--- config.mk ---
export PLATFORM = sky130hd
export DESIGN_NAME = keyed_channel_state_table_unit_flat
export DESIGN_NICKNAME = d
export VERILOG_FILES = /design/src/hw/rtl/kcst_pkg.sv /design/src/hw/rtl/kcst_if.sv /design/src/hw/rtl/keyed_channel_state_table_unit.sv /design/src/flat_wrapper.sv
export SDC_FILE = /design/constraint.sdc
export NUM_CORES = 1
export LEC_CHECK = 0
export BUFFER_PORTS_ARGS = -buffer_cell sky130_fd_sc_hd__buf_4
export CAP_MARGIN = 20
export CORE_ASPECT_RATIO = 1.75
export CORE_MARGIN = 5
export CORE_UTILIZATION = 40
export DETAILED_ROUTE_END_ITERATION = 10
export HOLD_SLACK_MARGIN = 0.03
export PLACE_DENSITY = 0.63
export SETUP_SLACK_MARGIN = 0.4
export SKIP_LAST_GASP = 1
export SLEW_MARGIN = 20
export SYNTH_ARGS = -nofsm -noshare
export SYNTH_HDL_FRONTEND = slang
export SYNTH_SLANG_ARGS = --single-unit
--- constraint.sdc ---
create_clock -name clk_i -period 5.05 [get_ports clk_i]
set_input_delay 1.515 -clock clk_i [delete_from_list [all_inputs] [get_ports clk_i]]
set_output_delay 1.515 -clock clk_i [all_outputs]
set_load 0.05 [all_outputs]
--- src/hw/rtl/kcst_pkg.sv ---
package kcst_pkg;

  // Default table geometry.
  localparam int unsigned SignalingEntriesDef = 8;
  localparam int unsigned ChannelEntriesDef   = 16;
  localparam int unsigned EngineWordWidthDef  = 32;

  // Field widths of the words on the channels.
  localparam int unsigned HandleW    = 12;
  localparam int unsigned ChanIdW    = 16;
  localparam int unsigned TransportW = 2;
  localparam int unsigned IdentW     = 8;
  localparam int unsigned ModeW      = 3;
  localparam int unsigned InWordW    = 32;
  localparam int unsigned SigUsedW   = 4;
  localparam int unsigned ChanUsedW  = 5;

  // Status codes.
  localparam logic STATUS_OK        = 1'b0;
  localparam logic STATUS_EXHAUSTED = 1'b1;

  typedef enum logic [1:0] {
    ACT_SIG_UPSERT  = 2'd0,
    ACT_CHAN_UPSERT = 2'd1,
    ACT_CHAN_REMOVE = 2'd2,
    ACT_RESERVED    = 2'd3
  } kcst_action_e;

  // Input word.
  typedef struct packed {
    kcst_action_e          action;
    logic [HandleW-1:0]    link_handle;
    logic [ChanIdW-1:0]    local_channel;
    logic [ChanIdW-1:0]    remote_channel;
    logic [TransportW-1:0] transport_kind;
    logic [IdentW-1:0]     next_ident;
    logic [ModeW-1:0]      channel_mode;
    logic                  recombining;
    logic                  loss_allowed;
    logic [InWordW-1:0]    rx_state_word;
    logic [InWordW-1:0]    tx_state_word;
  } kcst_in_t;

  // Result word.
  typedef struct packed {
    logic                 status_code;
    logic                 hit_existing;
    logic [SigUsedW-1:0]  signaling_used;
    logic [ChanUsedW-1:0] channels_used;
    logic                 incomplete;
  } kcst_out_t;

  // Stored entry layouts.
  typedef struct packed {
    logic [HandleW-1:0]    link_handle;
    logic [TransportW-1:0] transport_kind;
    logic [IdentW-1:0]     next_ident;
  } kcst_sig_entry_t;

  typedef struct packed {
    logic [HandleW-1:0] link_handle;
    logic [ChanIdW-1:0] local_channel;
  } kcst_chan_key_t;

  typedef struct packed {
    logic [ChanIdW-1:0]    remote_channel;
    logic [TransportW-1:0] transport_kind;
    logic [ModeW-1:0]      channel_mode;
    logic                  recombining;
    logic                  loss_allowed;
  } kcst_chan_set_t;

endpackage

--- src/hw/rtl/kcst_if.sv ---
// Input channel: one table action per word.
interface kcst_in_if import kcst_pkg::*; ();
  logic     valid;
  logic     ready;
  kcst_in_t data;

  modport source (output valid, output data, input ready);
  modport sink (input valid, input data, output ready);
endinterface

// Output channel: one result per action.
interface kcst_out_if import kcst_pkg::*; ();
  logic      valid;
  logic      ready;
  kcst_out_t data;

  modport source (output valid, output data, input ready);
  modport sink (input valid, input data, output ready);
endinterface

--- src/hw/rtl/keyed_channel_state_table_unit.sv ---
// Keyed channel state table. Two associative tables live in single-port synchronous
// memories: signalling state keyed by link handle, and channel state keyed by link handle
// and local channel id. Each input word is an upsert of either table or a removal from the
// channel table, and gives exactly one result word with the status, whether an existing
// entry matched, the occupancy of both tables and a sticky flag that reports any insert
// refused for want of space. Entries carry valid bits held in flip-flops, which reset
// clears, so no clearing pass is needed and entry order is not kept. One word is handled
// at a time: the key memory is read one entry per cycle, and the scan runs through the
// entries of the table the word addresses until one matches or the last has been compared;
// the unused action code skips the scan. A new word is taken while the previous result
// still waits at the output.
module keyed_channel_state_table_unit import kcst_pkg::*; #(
  parameter int unsigned SIGNALING_ENTRIES = SignalingEntriesDef,
  parameter int unsigned CHANNEL_ENTRIES   = ChannelEntriesDef,
  parameter int unsigned ENGINE_WORD_WIDTH = EngineWordWidthDef
) (
  input logic         clk_i,
  input logic         rst_ni,
  kcst_in_if.sink     in_i,
  kcst_out_if.source  out_o
);

  localparam int unsigned SigIdxW  = (SIGNALING_ENTRIES > 1) ? $clog2(SIGNALING_ENTRIES) : 1;
  localparam int unsigned ChanIdxW = (CHANNEL_ENTRIES > 1) ? $clog2(CHANNEL_ENTRIES) : 1;
  localparam int unsigned ScanW    = (SigIdxW > ChanIdxW) ? SigIdxW : ChanIdxW;
  localparam int unsigned SigCntW  = $clog2(SIGNALING_ENTRIES + 1);
  localparam int unsigned ChanCntW = $clog2(CHANNEL_ENTRIES + 1);
  localparam logic [ScanW-1:0] SigLast  = ScanW'(SIGNALING_ENTRIES - 1);
  localparam logic [ScanW-1:0] ChanLast = ScanW'(CHANNEL_ENTRIES - 1);

  typedef enum logic [1:0] {
    ST_IDLE,
    ST_SCAN,
    ST_DONE
  } state_e;

  // Table memories.
  kcst_sig_entry_t              sig_mem      [SIGNALING_ENTRIES];
  kcst_chan_key_t               chan_key_mem [CHANNEL_ENTRIES];
  kcst_chan_set_t               chan_set_mem [CHANNEL_ENTRIES];
  logic [ENGINE_WORD_WIDTH-1:0] chan_rx_mem  [CHANNEL_ENTRIES];
  logic [ENGINE_WORD_WIDTH-1:0] chan_tx_mem  [CHANNEL_ENTRIES];

  state_e                       state_q;
  kcst_in_t                     item_q;
  logic [ScanW-1:0]             scan_q;
  logic [ScanW-1:0]             cmp_idx_q;
  logic                         cmp_live_q;
  logic                         match_q;
  logic                         free_found_q;
  logic [ScanW-1:0]             slot_q;
  logic [SIGNALING_ENTRIES-1:0] sig_valid_q;
  logic [CHANNEL_ENTRIES-1:0]   chan_valid_q;
  logic [SigCntW-1:0]           sig_cnt_q, sig_cnt_d;
  logic [ChanCntW-1:0]          chan_cnt_q, chan_cnt_d;
  logic                         incomplete_q, incomplete_d;
  logic                         out_valid_q;
  kcst_out_t                    out_data_q, out_data_d;
  kcst_sig_entry_t              sig_rdata_q;
  kcst_chan_key_t               chan_key_rdata_q;

  logic             is_sig;
  logic [ScanW-1:0] scan_last;
  logic             cmp_valid;
  logic             cmp_match;
  logic             out_free;
  logic             commit;
  logic             upsert;
  logic             do_write;
  logic             exhausted;
  logic             remove_hit;
  logic             sig_insert;
  logic             chan_insert;
  kcst_chan_key_t   item_key;

  assign in_i.ready  = (state_q == ST_IDLE);
  assign out_o.valid = out_valid_q;
  assign out_o.data  = out_data_q;

  // Compare the entry read in the previous cycle against the key of the held word.
  always_comb begin
    is_sig    = (item_q.action == ACT_SIG_UPSERT);
    scan_last = is_sig ? SigLast : ChanLast;
    item_key  = '{link_handle: item_q.link_handle, local_channel: item_q.local_channel};
    cmp_valid = is_sig ? sig_valid_q[cmp_idx_q[SigIdxW-1:0]]
                       : chan_valid_q[cmp_idx_q[ChanIdxW-1:0]];
    cmp_match = cmp_valid && (is_sig ? (sig_rdata_q.link_handle == item_q.link_handle)
                                     : (chan_key_rdata_q == item_key));
  end

  // Decide the outcome once the scan is over and the output register can take a word.
  always_comb begin
    out_free     = !out_valid_q || out_o.ready;
    commit       = (state_q == ST_DONE) && out_free;
    upsert       = (item_q.action == ACT_SIG_UPSERT) || (item_q.action == ACT_CHAN_UPSERT);
    do_write     = commit && upsert && (match_q || free_found_q);
    exhausted    = upsert && !match_q && !free_found_q;
    remove_hit   = (item_q.action == ACT_CHAN_REMOVE) && match_q;
    sig_insert   = do_write && is_sig && !match_q;
    chan_insert  = do_write && !is_sig && !match_q;
    sig_cnt_d    = sig_cnt_q + SigCntW'(sig_insert);
    chan_cnt_d   = chan_cnt_q + ChanCntW'(chan_insert) - ChanCntW'(commit && remove_hit);
    incomplete_d = incomplete_q | (commit && exhausted);
    out_data_d.status_code    = exhausted ? STATUS_EXHAUSTED : STATUS_OK;
    out_data_d.hit_existing   = match_q;
    out_data_d.signaling_used = SigUsedW'(sig_cnt_d);
    out_data_d.channels_used  = ChanUsedW'(chan_cnt_d);
    out_data_d.incomplete     = incomplete_d;
  end

  // Sequencer, valid bits, counts and the sticky flag.
  always_ff @(posedge clk_i or negedge rst_ni) begin
    if (!rst_ni) begin
      state_q      <= ST_IDLE;
      scan_q       <= '0;
      cmp_idx_q    <= '0;
      cmp_live_q   <= 1'b0;
      match_q      <= 1'b0;
      free_found_q <= 1'b0;
      sig_valid_q  <= '0;
      chan_valid_q <= '0;
      sig_cnt_q    <= '0;
      chan_cnt_q   <= '0;
      incomplete_q <= 1'b0;
      out_valid_q  <= 1'b0;
    end else begin
      unique case (state_q)
        ST_IDLE: begin
          if (in_i.valid) begin
            scan_q       <= '0;
            cmp_live_q   <= 1'b0;
            match_q      <= 1'b0;
            free_found_q <= 1'b0;
            state_q      <= (in_i.data.action == ACT_RESERVED) ? ST_DONE : ST_SCAN;
          end
        end
        ST_SCAN: begin
          cmp_live_q <= 1'b1;
          cmp_idx_q  <= scan_q;
          if (scan_q != scan_last) begin
            scan_q <= scan_q + 1'b1;
          end
          if (cmp_live_q) begin
            if (cmp_match) begin
              match_q <= 1'b1;
              state_q <= ST_DONE;
            end else begin
              if (!cmp_valid) begin
                free_found_q <= 1'b1;
              end
              if (cmp_idx_q == scan_last) begin
                state_q <= ST_DONE;
              end
            end
          end
        end
        ST_DONE: begin
          if (out_free) begin
            state_q <= ST_IDLE;
            if (do_write && is_sig) begin
              sig_valid_q[slot_q[SigIdxW-1:0]] <= 1'b1;
            end
            if (do_write && !is_sig) begin
              chan_valid_q[slot_q[ChanIdxW-1:0]] <= 1'b1;
            end
            if (remove_hit) begin
              chan_valid_q[slot_q[ChanIdxW-1:0]] <= 1'b0;
            end
            sig_cnt_q    <= sig_cnt_d;
            chan_cnt_q   <= chan_cnt_d;
            incomplete_q <= incomplete_d;
          end
        end
        default: begin
          state_q <= ST_IDLE;
        end
      endcase

      // Output register: filled on commit, emptied when the sink takes the word.
      if (commit) begin
        out_valid_q <= 1'b1;
      end else if (out_o.ready) begin
        out_valid_q <= 1'b0;
      end
    end
  end

  // Held word, chosen slot and the result word.
  always_ff @(posedge clk_i) begin
    if (in_i.valid && in_i.ready) begin
      item_q <= in_i.data;
    end
    // A match wins; otherwise the first free slot seen is kept.
    if (state_q == ST_SCAN && cmp_live_q) begin
      if (cmp_match || (!cmp_valid && !free_found_q)) begin
        slot_q <= cmp_idx_q;
      end
    end
    if (commit) begin
      out_data_q <= out_data_d;
    end
  end

  // Key memory reads, one entry per cycle at the scan address.
  always_ff @(posedge clk_i) begin
    sig_rdata_q      <= sig_mem[scan_q[SigIdxW-1:0]];
    chan_key_rdata_q <= chan_key_mem[scan_q[ChanIdxW-1:0]];
  end

  // Write-back of an upserted entry.
  always_ff @(posedge clk_i) begin
    if (do_write && is_sig) begin
      sig_mem[slot_q[SigIdxW-1:0]] <= '{link_handle:    item_q.link_handle,
                                        transport_kind: item_q.transport_kind,
                                        next_ident:     item_q.next_ident};
    end
    if (do_write && !is_sig) begin
      chan_key_mem[slot_q[ChanIdxW-1:0]] <= item_key;
      chan_set_mem[slot_q[ChanIdxW-1:0]] <= '{remote_channel: item_q.remote_channel,
                                             transport_kind: item_q.transport_kind,
                                             channel_mode:   item_q.channel_mode,
                                             recombining:    item_q.recombining,
                                             loss_allowed:   item_q.loss_allowed};
      chan_rx_mem[slot_q[ChanIdxW-1:0]]  <= ENGINE_WORD_WIDTH'(item_q.rx_state_word);
      chan_tx_mem[slot_q[ChanIdxW-1:0]]  <= ENGINE_WORD_WIDTH'(item_q.tx_state_word);
    end
  end

endmodule

--- src/flat_wrapper.sv ---
// flat-port wrapper written by rule: the top's interface ports become plain ports
module keyed_channel_state_table_unit_flat import kcst_pkg::*;
#(
  parameter int unsigned SIGNALING_ENTRIES = SignalingEntriesDef,
  parameter int unsigned CHANNEL_ENTRIES   = ChannelEntriesDef,
  parameter int unsigned ENGINE_WORD_WIDTH = EngineWordWidthDef
)
  (clk_i, rst_ni, in_i_valid, in_i_data, in_i_ready, out_o_valid, out_o_data, out_o_ready);
  kcst_in_if in_i_i ();
  kcst_out_if out_o_i ();
  input logic clk_i;
  input logic rst_ni;
  input wire logic [$bits(in_i_i.valid)-1:0] in_i_valid;
  input wire logic [$bits(in_i_i.data)-1:0] in_i_data;
  output wire logic [$bits(in_i_i.ready)-1:0] in_i_ready;
  output wire logic [$bits(out_o_i.valid)-1:0] out_o_valid;
  output wire logic [$bits(out_o_i.data)-1:0] out_o_data;
  input wire logic [$bits(out_o_i.ready)-1:0] out_o_ready;
  assign in_i_i.valid = in_i_valid;
  assign in_i_i.data = in_i_data;
  assign in_i_ready = in_i_i.ready;
  assign out_o_valid = out_o_i.valid;
  assign out_o_data = out_o_i.data;
  assign out_o_i.ready = out_o_ready;
  keyed_channel_state_table_unit #(.SIGNALING_ENTRIES(SIGNALING_ENTRIES), .CHANNEL_ENTRIES(CHANNEL_ENTRIES), .ENGINE_WORD_WIDTH(ENGINE_WORD_WIDTH)) u_core (.clk_i(clk_i), .rst_ni(rst_ni), .in_i(in_i_i), .out_o(out_o_i));
endmodule
After elaboration in Yosys (flattened, before gate mapping). Memory sizes are Yosys's and may differ from the RTL's. A register that Yosys moved wholly into a read port is not among the register bits. Cells that the tools add are included.

Register bits after elaboration: 104. Bits in writable memories: 624. Bits of input ports: 129. Output and inout bits: 14. Memories: 2.

Add/sub/neg operators: 4. Magnitude comparators: 6. Eq/ne operators: 17. Mux-type cells: 41. Bitwise logic cells: 5. Reduce and logical (&&, ||, !) cells: 39.

Memories: u_core.chan_key_mem (depth 16, width 28, rd ports 1, clocked after Yosys merged registers in 1, write ports 1, RTL line keyed_channel_state_table_unit.sv:39) `kcst_chan_key_t chan_key_mem [CHANNEL_ENTRIES];`; u_core.sig_mem (depth 8, width 22, rd ports 1, clocked after Yosys merged registers in 1, write ports 1, RTL line keyed_channel_state_table_unit.sv:38) `kcst_sig_entry_t sig_mem [SIGNALING_ENTRIES];`.

Operators by type and width (count): 2-to-1 mux 16 bit (4); equality test 28 bit (1); 2-to-1 mux 1 bit (19); logical AND 1 bit (18); bitwise AND 16 bit (1); NOT 16 bit (1); OR 16 bit (1); equality test 12 bit (1); 2-to-1 mux 2 bit (6); 2-to-1 mux 4 bit (3); < comparator 4 x 5 -> 1 bit (second input constant) (2); < comparator 3 x 4 -> 1 bit (second input constant) (2); != test 2 x 1 -> 1 bit (second input constant) (4); OR 8 bit (1); one-hot mux 4 bit (2 select lines) (1); AND reduction 4 bit (2); equality test 2 bit (second input constant) (3); != test 2 bit (second input constant) (3); one-hot mux 1 bit (2 select lines) (3); one-hot mux 2 bit (3 select lines) (1); AND reduction 2 bit (3); AND reduction 3 bit (2); adder 5 x 1 -> 5 bit (1); logical NOT 1 bit (5); 18 further kinds (24).

Logic depth before layout (Yosys ltp). Gate-level depths: netlist (run 1).

Word-level depth: 11. Gate-level depth with buffers: 12. Mapped depth without buffers: 11.

Worst setup path before layout (run 1). Ideal clock, no wire load.

Path kind: input port to flip-flop. Start point: in out_o_ready. End point: mem u_core.chan_key_mem[0][0] (netlist bit) (enable). Setup time: 0.415 ns. Arrival: 3.748 ns. Required time: 4.635 ns. Path slack: 0.888 ns. Cell stages on the path: 6. Path buffers: 1. Cell sequence: nand2b_1 > nor3b_2 > nand2_1 > or4_1 > clkbuf_1 > nor2_1.

Word-level cells in the longest chain between the ends: 7.

Ends and longest elaborated chain: start, declared (RTL line flat_wrapper.sv:18) `input wire logic [$bits(out_o_i.ready)-1:0] out_o_ready;`; logical OR 1 bit (RTL line keyed_channel_state_table_unit.sv:93) `out_free = !out_valid_q || out_o.ready;`; logical AND 1 bit (RTL line keyed_channel_state_table_unit.sv:94) `commit = (state_q == ST_DONE) && out_free;`; logical AND 1 bit (2 in series) (RTL line keyed_channel_state_table_unit.sv:96) `do_write = commit && upsert && (match_q || free_found_q);`; logical AND 1 bit (RTL line keyed_channel_state_table_unit.sv:217) `if (do_write && !is_sig) begin`; 2-to-1 mux 1 bit; 2-to-1 mux 1 bit (not written as such) (RTL line keyed_channel_state_table_unit.sv:218) `chan_key_mem[slot_q[ChanIdxW-1:0]] <= item_key;`; end, declared (RTL line keyed_channel_state_table_unit.sv:39).

Every way passes these cells.

Worst setup path after layout (run 1).
Start point: reg u_core.item_q (netlist bit u_core.item_key[26]). End point: reg u_core.slot_q[0] (enable).

Word-level cells in the longest chain between the ends: 5.

Ends and longest elaborated chain: start, declared (RTL line keyed_channel_state_table_unit.sv:45) `kcst_in_t item_q;`; start signal, assigned (RTL line keyed_channel_state_table_unit.sv:191) `item_q <= in_i.data;`; equality test 28 bit / equality test 12 bit (equally long branches) (RTL line keyed_channel_state_table_unit.sv:88, keyed_channel_state_table_unit.sv:87); 2-to-1 mux 1 bit * (RTL line keyed_channel_state_table_unit.sv:87) `cmp_match = cmp_valid && (is_sig ? (sig_rdata_q.link_handle == item_q.link_handle)`; logical AND 1 bit * (RTL line keyed_channel_state_table_unit.sv:87); logical OR 1 bit * (RTL line keyed_channel_state_table_unit.sv:195) `if (cmp_match || (!cmp_valid && !free_found_q)) begin`; AND reduction 2 bit (no line) *; end signal, assigned (RTL line keyed_channel_state_table_unit.sv:196) `slot_q <= cmp_idx_q;`; end, declared (RTL line keyed_channel_state_table_unit.sv:51) `logic [ScanW-1:0] slot_q;`.

Every way passes the cells marked *; elsewhere a longest branch is shown, timed or not. A chain may end at the register's enable or synchronous reset.

==> results.md, run 1 <==
- Seq/Total Area, Yosys: 0.771
- WL/cell: 25.0 µm
- Slowest stage cell on the critical path: edfxtp_1
- Antenna Nets Post-Route: 0
- Commonest non-fill, non-tap cells in the layout: edfxtp_1, mux4_2, buf_4, clkbuf_16, dfrtp_1
- Final TNS setup: 0 ns
- Combinational share of power: 0.189
- Clock sink count: 678
- Crit. End Element: register
- Internal power: 10.7 mW
- Power per cell area: 492 nW/µm²
- Global-route wire length before repair: around 80 mm
- Met3 wire length: between 1.5 and 2 mm
- Setup WS pre-CTS: 1.00 ns
- GRT Util Overall: 0.154
- Tmin final: 3.49 ns
- Largest net degree at the start of global routing: 51
- WP data arrival: 3.74 ns
- P_leak: 9.43 nW
- Final Util: 0.462
- Fin crit share: 0.690
- Number of synthesized flops with an enable pin: 590
- Synth Area in Simple Gates: 0.0231
- Total gr overflow: 0
- Initial antenna violation count: 0
- HP Class: register to register
- Die area: approximately 69,000 µm²
- Crit-path cells: xor2_1 -> nor4_1 -> nand4_1 -> nor4_1 -> o21bai_4 -> a21oi_1
- Actual slew at the worst max-slew pin: 1.00 ns
- Final HPWL DP: just under 30 mm
- P&R area growth vs syn: 14.4%
- Async set-or-reset flop fraction in the synthesized netlist: 0.0708
- N_diodes: 0
- CP Launch Type: register
- CP Data Required Time: roughly 5.3 ns
- Synth warn: 0
- Share of layout cells above drive strength 1: 0.301
- Syn Inst Count: 1,160
- Largest family of logic cells by synthesized area: multiplexers
- DRT iter0 DRCs: 869
- Seq cells post-synth: just under 700
- DRC: 0
- Root Buffer: clkbuf_16
- Max incr delay on CP: 0.90 ns
- Compound-gate portion of the synthesized area: 0.0152
- Vias: around 11,000
- Max-cap check violation count: 0
- Syn_nets: 1,298
- Fin cells: 2,109
- Fill count: 5,145
- Die X: 201 µm
- Final setup vio count: 0
- M1 WL: 20.2 mm
- Commonest non-fill, non-tap cell in the layout: edfxtp_1
- Mux share of post-synthesis cell area: 0.157
- Net Sw Frac: 0.254
- Max_slew headroom: 0.331
- CTS tree: yes
- Maximum vdd drop: roughly 0.38 mV
- Routed WL: 52.8 mm
- CP max FO: 26
- Hold_buf cts: 0
- IO Count: about 140
- Starting Density: 0.404
- CORE AREA: around 63,000 µm²
- Setup WS post-layout: 1.56 ns
- Fin. Hold Viols: 0
- Syn Std Cell Area: 25,600 µm²
- Gates resized, CTS repair: 0
- Number of input and output port buffers inserted: 47
- Critical Path Source: u_core.item_key[26]
- Number of global-route vias before repair: about 12,000
- Uppermost layer routed: met4
- Reg clk slew, reported paths: 0.07 ns
- Fmax: 287 MHz
- Netlist cell types: 52
- Deepest clock path buffer count: 3
- Worst Skew: 0.0110 ns
- Hold path start: u_core.sig_valid_q[7]
- Post-Synth Adder-Cell Area: 0.00470
- Sequential Power Share: 0.491
- Mapped Avg Cell Area: 22.0 µm²
- Setup Fix Bufs, Post-CTS: 0
- Sw power: 3.65 mW
- Worst reg2reg path startpoint: u_core.item_key[26]
- # H-tree levels: 2
- Cells after DPL: 2,006
- Most used cell, CP: nor4_1
- Pins Over Slew Limit: 0
- Vias per inst: around 5.4
- Clk_lat worst skew: 0.59 ns
- Clk pwr share: 0.320
- Most used DFF post-synth: edfxtp_1
- Final GP Congestion: 0.732
- Met2 wire len: 29.7 mm
- XOR/XNOR share of the synthesized area: 0.0171
- TritonCTS buffer count: 56
- NumNets Final: about 1,400
- Status: finished clean
- Detailed Routing Iterations Pass 1: 6
- Worst setup path class: register to register
- Die H: between 300 and 400 µm
- RSZ-0062 raised after global routing: false
- Row cnt: approximately 120
path summary, 6_finish.rpt:
check	endpoint	slack, ns	depth (start not counted)
max reg2reg	u_core.slot_q[0]	1.56	6
min reg2reg	u_core.sig_valid_q[7]	0.46	1
max in group asynchronous	u_core.scan_q[0]	3.60	1
max	u_core.slot_q[0]	1.56	6
min in group asynchronous	u_core.incomplete_q	0.93	1
min	u_core.sig_valid_q[7]	0.46	1
power by group through the flow:
stage / clock network [mW] / logic [mW] / registers (mW)
after floorplan: 0 / 2.18 / 7.00
after global placement: 0 / 2.76 / 7.18
after detailed placement: 0 / 2.80 / 7.20
after CTS: 4.71 / 2.80 / 7.08
after global routing: 4.93 / 2.94 / 7.14
final: 4.60 / 2.72 / 7.07
routing by layer:
layer / up-vias / global-route usage
met5: - / 0
met4: 0 / 0.0380
met3: 65 / 0.0176
met2: 226 / 0.294
met1: 6184 / 0.187
li1: 4943 / -
logic make-up (layout without fill, tap and decap cells):
| logic type | count (synthesis) | in the layout |
|---|---|---|
| compound gates | 48 | 48 |
| fa+ha+maj | 9 | 9 |
| xor+xnor | 50 | 50 |
| mux | 188 | 188 |
| buf+inv | 69 | 212 |
| simple gates | 118 | 118 |
| flops | 678 | 678 |
cells in the mapped netlist, drive strengths merged (3+ instances only):
master,count,share of area
nor2b,4,0.00098
nand2,29,0.0043
xor2,25,0.0086
a2bb2oi,8,0.0027
clkbuf,25,0.0037
nand3,5,0.00098
nor4,7,0.0017
inv,17,0.0025
dfxtp,40,0.031
nand4,8,0.0020
nor3,4,0.00078
nor3b,3,0.0011
a21oi,4,0.00078
mux4,168,0.15
nor2,38,0.0059
xnor2,25,0.0086
or2,8,0.0020
dfrtp,48,0.047
a21o,4,0.0012
o21ai,13,0.0025
edfxtp,590,0.69
nand3b,4,0.0012
mux2,20,0.0088
buf,27,0.0056
ha,8,0.0039
a2111oi,3,0.0020
o22a,8,0.0027
a211oi,3,0.0011
stage by stage:
step                instance area, µm²  power (mW)  hold slack, ns
floorplan                        25600        9.18           0.420
global placement                 27300        9.93           0.439
detailed placement               27300        9.99           0.448
CTS                              29300        14.6           0.465
global route                     29300        15.0           0.477
finish                           29300        14.4           0.459
final cells by class:
cell class,count,area [µm²],share of cell area
Multi-Input combinational cell,413,5680,0.194
Tap cell,806,1010,0.0345
Timing Repair Buffer,92,828,0.0283
Inverter,17,63.8,0.00218
Clock inverter,32,439,0.0150
Sequential cell,678,19700,0.674
Clock buffer,71,1510,0.0516
state kept, by name, indices dropped and copies added, names as in the netlist:
signal	cells
u_core.chan_cnt_q	5
u_core.chan_key_mem	448
u_core.chan_key_rdata_q	28
u_core.chan_valid_q	16
u_core.cmp_idx_q	4
u_core.cmp_live_q	1
u_core.free_found_q	1
u_core.incomplete_q	1
u_core.item_key	28
u_core.item_q	2
u_core.match_q	1
u_core.out_o.data	12
u_core.out_o.valid	1
u_core.scan_q	4
u_core.sig_cnt_q	4
u_core.sig_mem	96
u_core.sig_rdata_q	12
u_core.sig_valid_q	8
u_core.slot_q	4
u_core.state_q	2
worst max-delay path: cells and delay by family (launching register included):
kind	cells	cell delay, ns
and+or+nand+nor	3	1.48
DFF	1	0.90
AOI/OAI and AO/OA	2	0.60
xor gates and xnor gates	1	0.14
No activity file was read; power rests on OpenSTA's default activity.
==> run 2, diff against run 1 <==
--- a/config.mk
+++ b/config.mk
@@ -12,7 +12,7 @@
 export CORE_UTILIZATION = 40
 export DETAILED_ROUTE_END_ITERATION = 10
 export HOLD_SLACK_MARGIN = 0.03
-export PLACE_DENSITY = 0.63
+export PLACE_DENSITY = 0.65
 export SETUP_SLACK_MARGIN = 0.4
 export SKIP_LAST_GASP = 1
 export SLEW_MARGIN = 20
==> constraint.sdc (replaced) <==
create_clock -name clk_i -period 3.1 [get_ports clk_i]
set_input_delay 0.93 -clock clk_i [delete_from_list [all_inputs] [get_ports clk_i]]
set_output_delay 0.93 -clock clk_i [all_outputs]
set_load 0.05 [all_outputs]
==> run 2 against run 1 <==
Die area stayed put. First-iteration DRC count is 7.6% lower. Cell count is 2.6% higher. Via count is 2.1% higher. Clock power is 60% higher. Sequential cell count stayed put. Power is 63% higher. Hold slack worse by 0.10 ns. Non-clock buffer count is 54 higher. Critical path depth is 2 higher. Worst setup slack worse by 1.0 ns. Core utilization is 0.88 points higher. Critical path type unchanged. Critical endpoint is now u_core.slot_q[3]. Largest cell class unchanged.
==> results.md, run 2 (synthesis gave the netlist of run 1 again) <==
- Vias: 11,653 (+2.1%)
- Deepest clock path buffer count: 3 (unchanged)
- Crit. End Element: register
- P_leak: 9.73 nW (+3.2%)
- Total gr overflow: 0 (unchanged)
- Number of input and output port buffers inserted: 47 (unchanged)
- Met2 wire len: 30.9 mm (+3.9%)
- Reg clk slew, reported paths: 0.07 ns (about the same)
- Status: finished clean
- N_diodes: 0 (unchanged)
- Antenna Nets Post-Route: 0 (unchanged)
- Share of layout cells above drive strength 1: 0.336 (+0.0352)
- Clock sink count: 678 (unchanged)
- Max-cap check violation count: 0 (unchanged)
- Worst reg2reg path startpoint: u_core.item_key[2]
- HP Class: primary input to asynchronous set/reset pin
- CP Data Required Time: 3.41 ns (-1.89 ns)
- Pins Over Slew Limit: 0 (unchanged)
- DRC: 0 (unchanged)
- M1 WL: 19.9 mm (-1.4%)
- Final Util: 0.471 (+0.00881)
- Max_slew headroom: 0.478 (+0.148)
- Worst setup path class: register to register
- Largest net degree at the start of global routing: 49 (-3.9%)
- Commonest non-fill, non-tap cells in the layout: edfxtp_1, mux4_2, buf_4, clkbuf_16, dfrtp_1
- Hold Slack: 0.354 ns (-0.105 ns)
- Fin crit share: 0.834 (+0.144)
- Detailed Routing Iterations Pass 1: 5 (-1)
- Final TNS setup: 0 ns (unchanged)
- Die area: 69,300 µm² (unchanged)
- Maximum vdd drop: 0.549 mV (+43%)
- Commonest non-fill, non-tap cell in the layout: edfxtp_1
- Routed WL: 53.8 mm (+1.9%)
- Number of global-route vias before repair: 12,625 (+1.4%)
- Tmin final: 2.59 ns (-0.901 ns)
- Met3 wire length: 1.79 mm (-1.1%)
- P&R area growth vs syn: 16.6%
- Hold_buf cts: 0 (unchanged)
- CP Launch Type: register
- NumNets Final: 1,449 (+3.8%)
- CORE AREA: 63,300 µm² (unchanged)
- CP max FO: 17 (-35%)
- Global-route wire length before repair: 81.0 mm (+0.93%)
- Starting Density: 0.404 (unchanged)
- WL/cell: 24.9 µm (-0.67%)
- Fin. Hold Viols: 0 (unchanged)
- Die H: 344 µm (unchanged)
- R2R cell count: 8 (+2)
- IO Count: 143 (unchanged)
- Die X: 201 µm (unchanged)
- # H-tree levels: 2 (unchanged)
- Max FFs per register: 448 (unchanged)
- Fmax: 387 MHz (+35%)
- Root Buffer: clkbuf_16
- Clk_lat worst skew: 0.60 ns (about the same)
- Final HPWL DP: 32.2 mm (+8.3%)
- Actual slew at the worst max-slew pin: 0.783 ns (-0.221 ns)
- Uppermost layer routed: met4
- DRT iter0 DRCs: 803 (-7.6%)
- GRT Util Overall: 0.156 (+0.00143)
- CTS tree: yes
- Initial antenna violation count: 0 (unchanged)
- Vias per inst: 5.39 (-0.49%)
- Worst Skew: 0.0168 ns (+0.00576 ns)
- WP data arrival: 2.90 ns (-0.84 ns)
- RSZ-0062 raised after global routing: false
- Power per cell area: 789 nW/µm² (+60%)
- Final setup vio count: 0 (unchanged)
- Reg-to-Reg End: u_core.slot_q[3]
- TritonCTS buffer count: 55 (-1.8%)
- Final GP Congestion: 0.759 (+3.7%)
- Row cnt: 122 (unchanged)
- R2r setup slk: 0.51 ns (-1.05 ns)
[run 2: cell count changes in the layout (fill, tap and decap cells not counted), sizes merged]
cell	delta
buf	+54
bufinv	-3
clkbuf	+2
inv	+2
clkinv	-1
[run 2: through the flow]
| step | power, mW | area, µm² | std cells | setup slack, ns |
|---|---|---|---|---|
| after floorplan | 15.0 | 25700 | 1160 | -0.0360 |
| after global placement | 16.4 | 27900 | 2057 | -0.0876 |
| after detailed placement | 16.5 | 27900 | 2057 | -0.0692 |
| after CTS | 23.8 | 29800 | 2161 | 0.445 |
| after global routing | 24.5 | 29800 | 2163 | 0.402 |
| final | 23.5 | 29800 | 2163 | 0.514 |
[run 2: worst max path at each step]
stage / start / to
floorplan: out_o_ready / u_core.chan_cnt_q[4]
global placement: out_o_ready / u_core.chan_cnt_q[4]
detailed placement: out_o_ready / u_core.chan_cnt_q[4]
CTS: u_core.item_key[16] / u_core.slot_q[3]
global route: u_core.item_key[17] / u_core.slot_q[3]
finish: u_core.item_key[2] / u_core.slot_q[3]
[run 2: routing by layer]
metal / vias to the layer above / global-route usage
met4: 0 / 0.0400
met2: 237 / 0.308
met1: 6306 / 0.178
met5: - / 0
li1: 5044 / -
met3: 66 / 0.0177
[run 2: critical path, cell delays in order, from the launching register on]
cell and delay [ns]:
edfxtp_1 0.60, xor2_1 0.30, nor4_1 0.35, nand4_1 0.27, nor4_2 0.23, buf_4 0.19
o21bai_4 0.06, a21oi_1 0.14, buf_4 0.16
[run 2: layout make-up]
type	instances	area [µm²]
well taps	806	1010
inverters	17	63.8
clock buffers	73	1540
clock inverters	30	373
repair buffers	146	1400
multi-input cells	413	5710
flip-flops and latches	678	19700
fillers	5107	33500
[run 2: power breakdown]
group          leakage, nW  switching, mW  internal, mW
Sequential            6.28          0.622          10.8
Combinational         2.51           2.26          2.53
Clock                0.937           3.17          4.17
Total                 9.73           6.06          17.5
[run 2: timing repair]
item,4_1_cts,5_1_grt
setup buffers,1,2
pin swaps,0,1
resized for setup,0,2
endpoints found under the setup margin,5,5
endpoints found under the hold margin,0,0
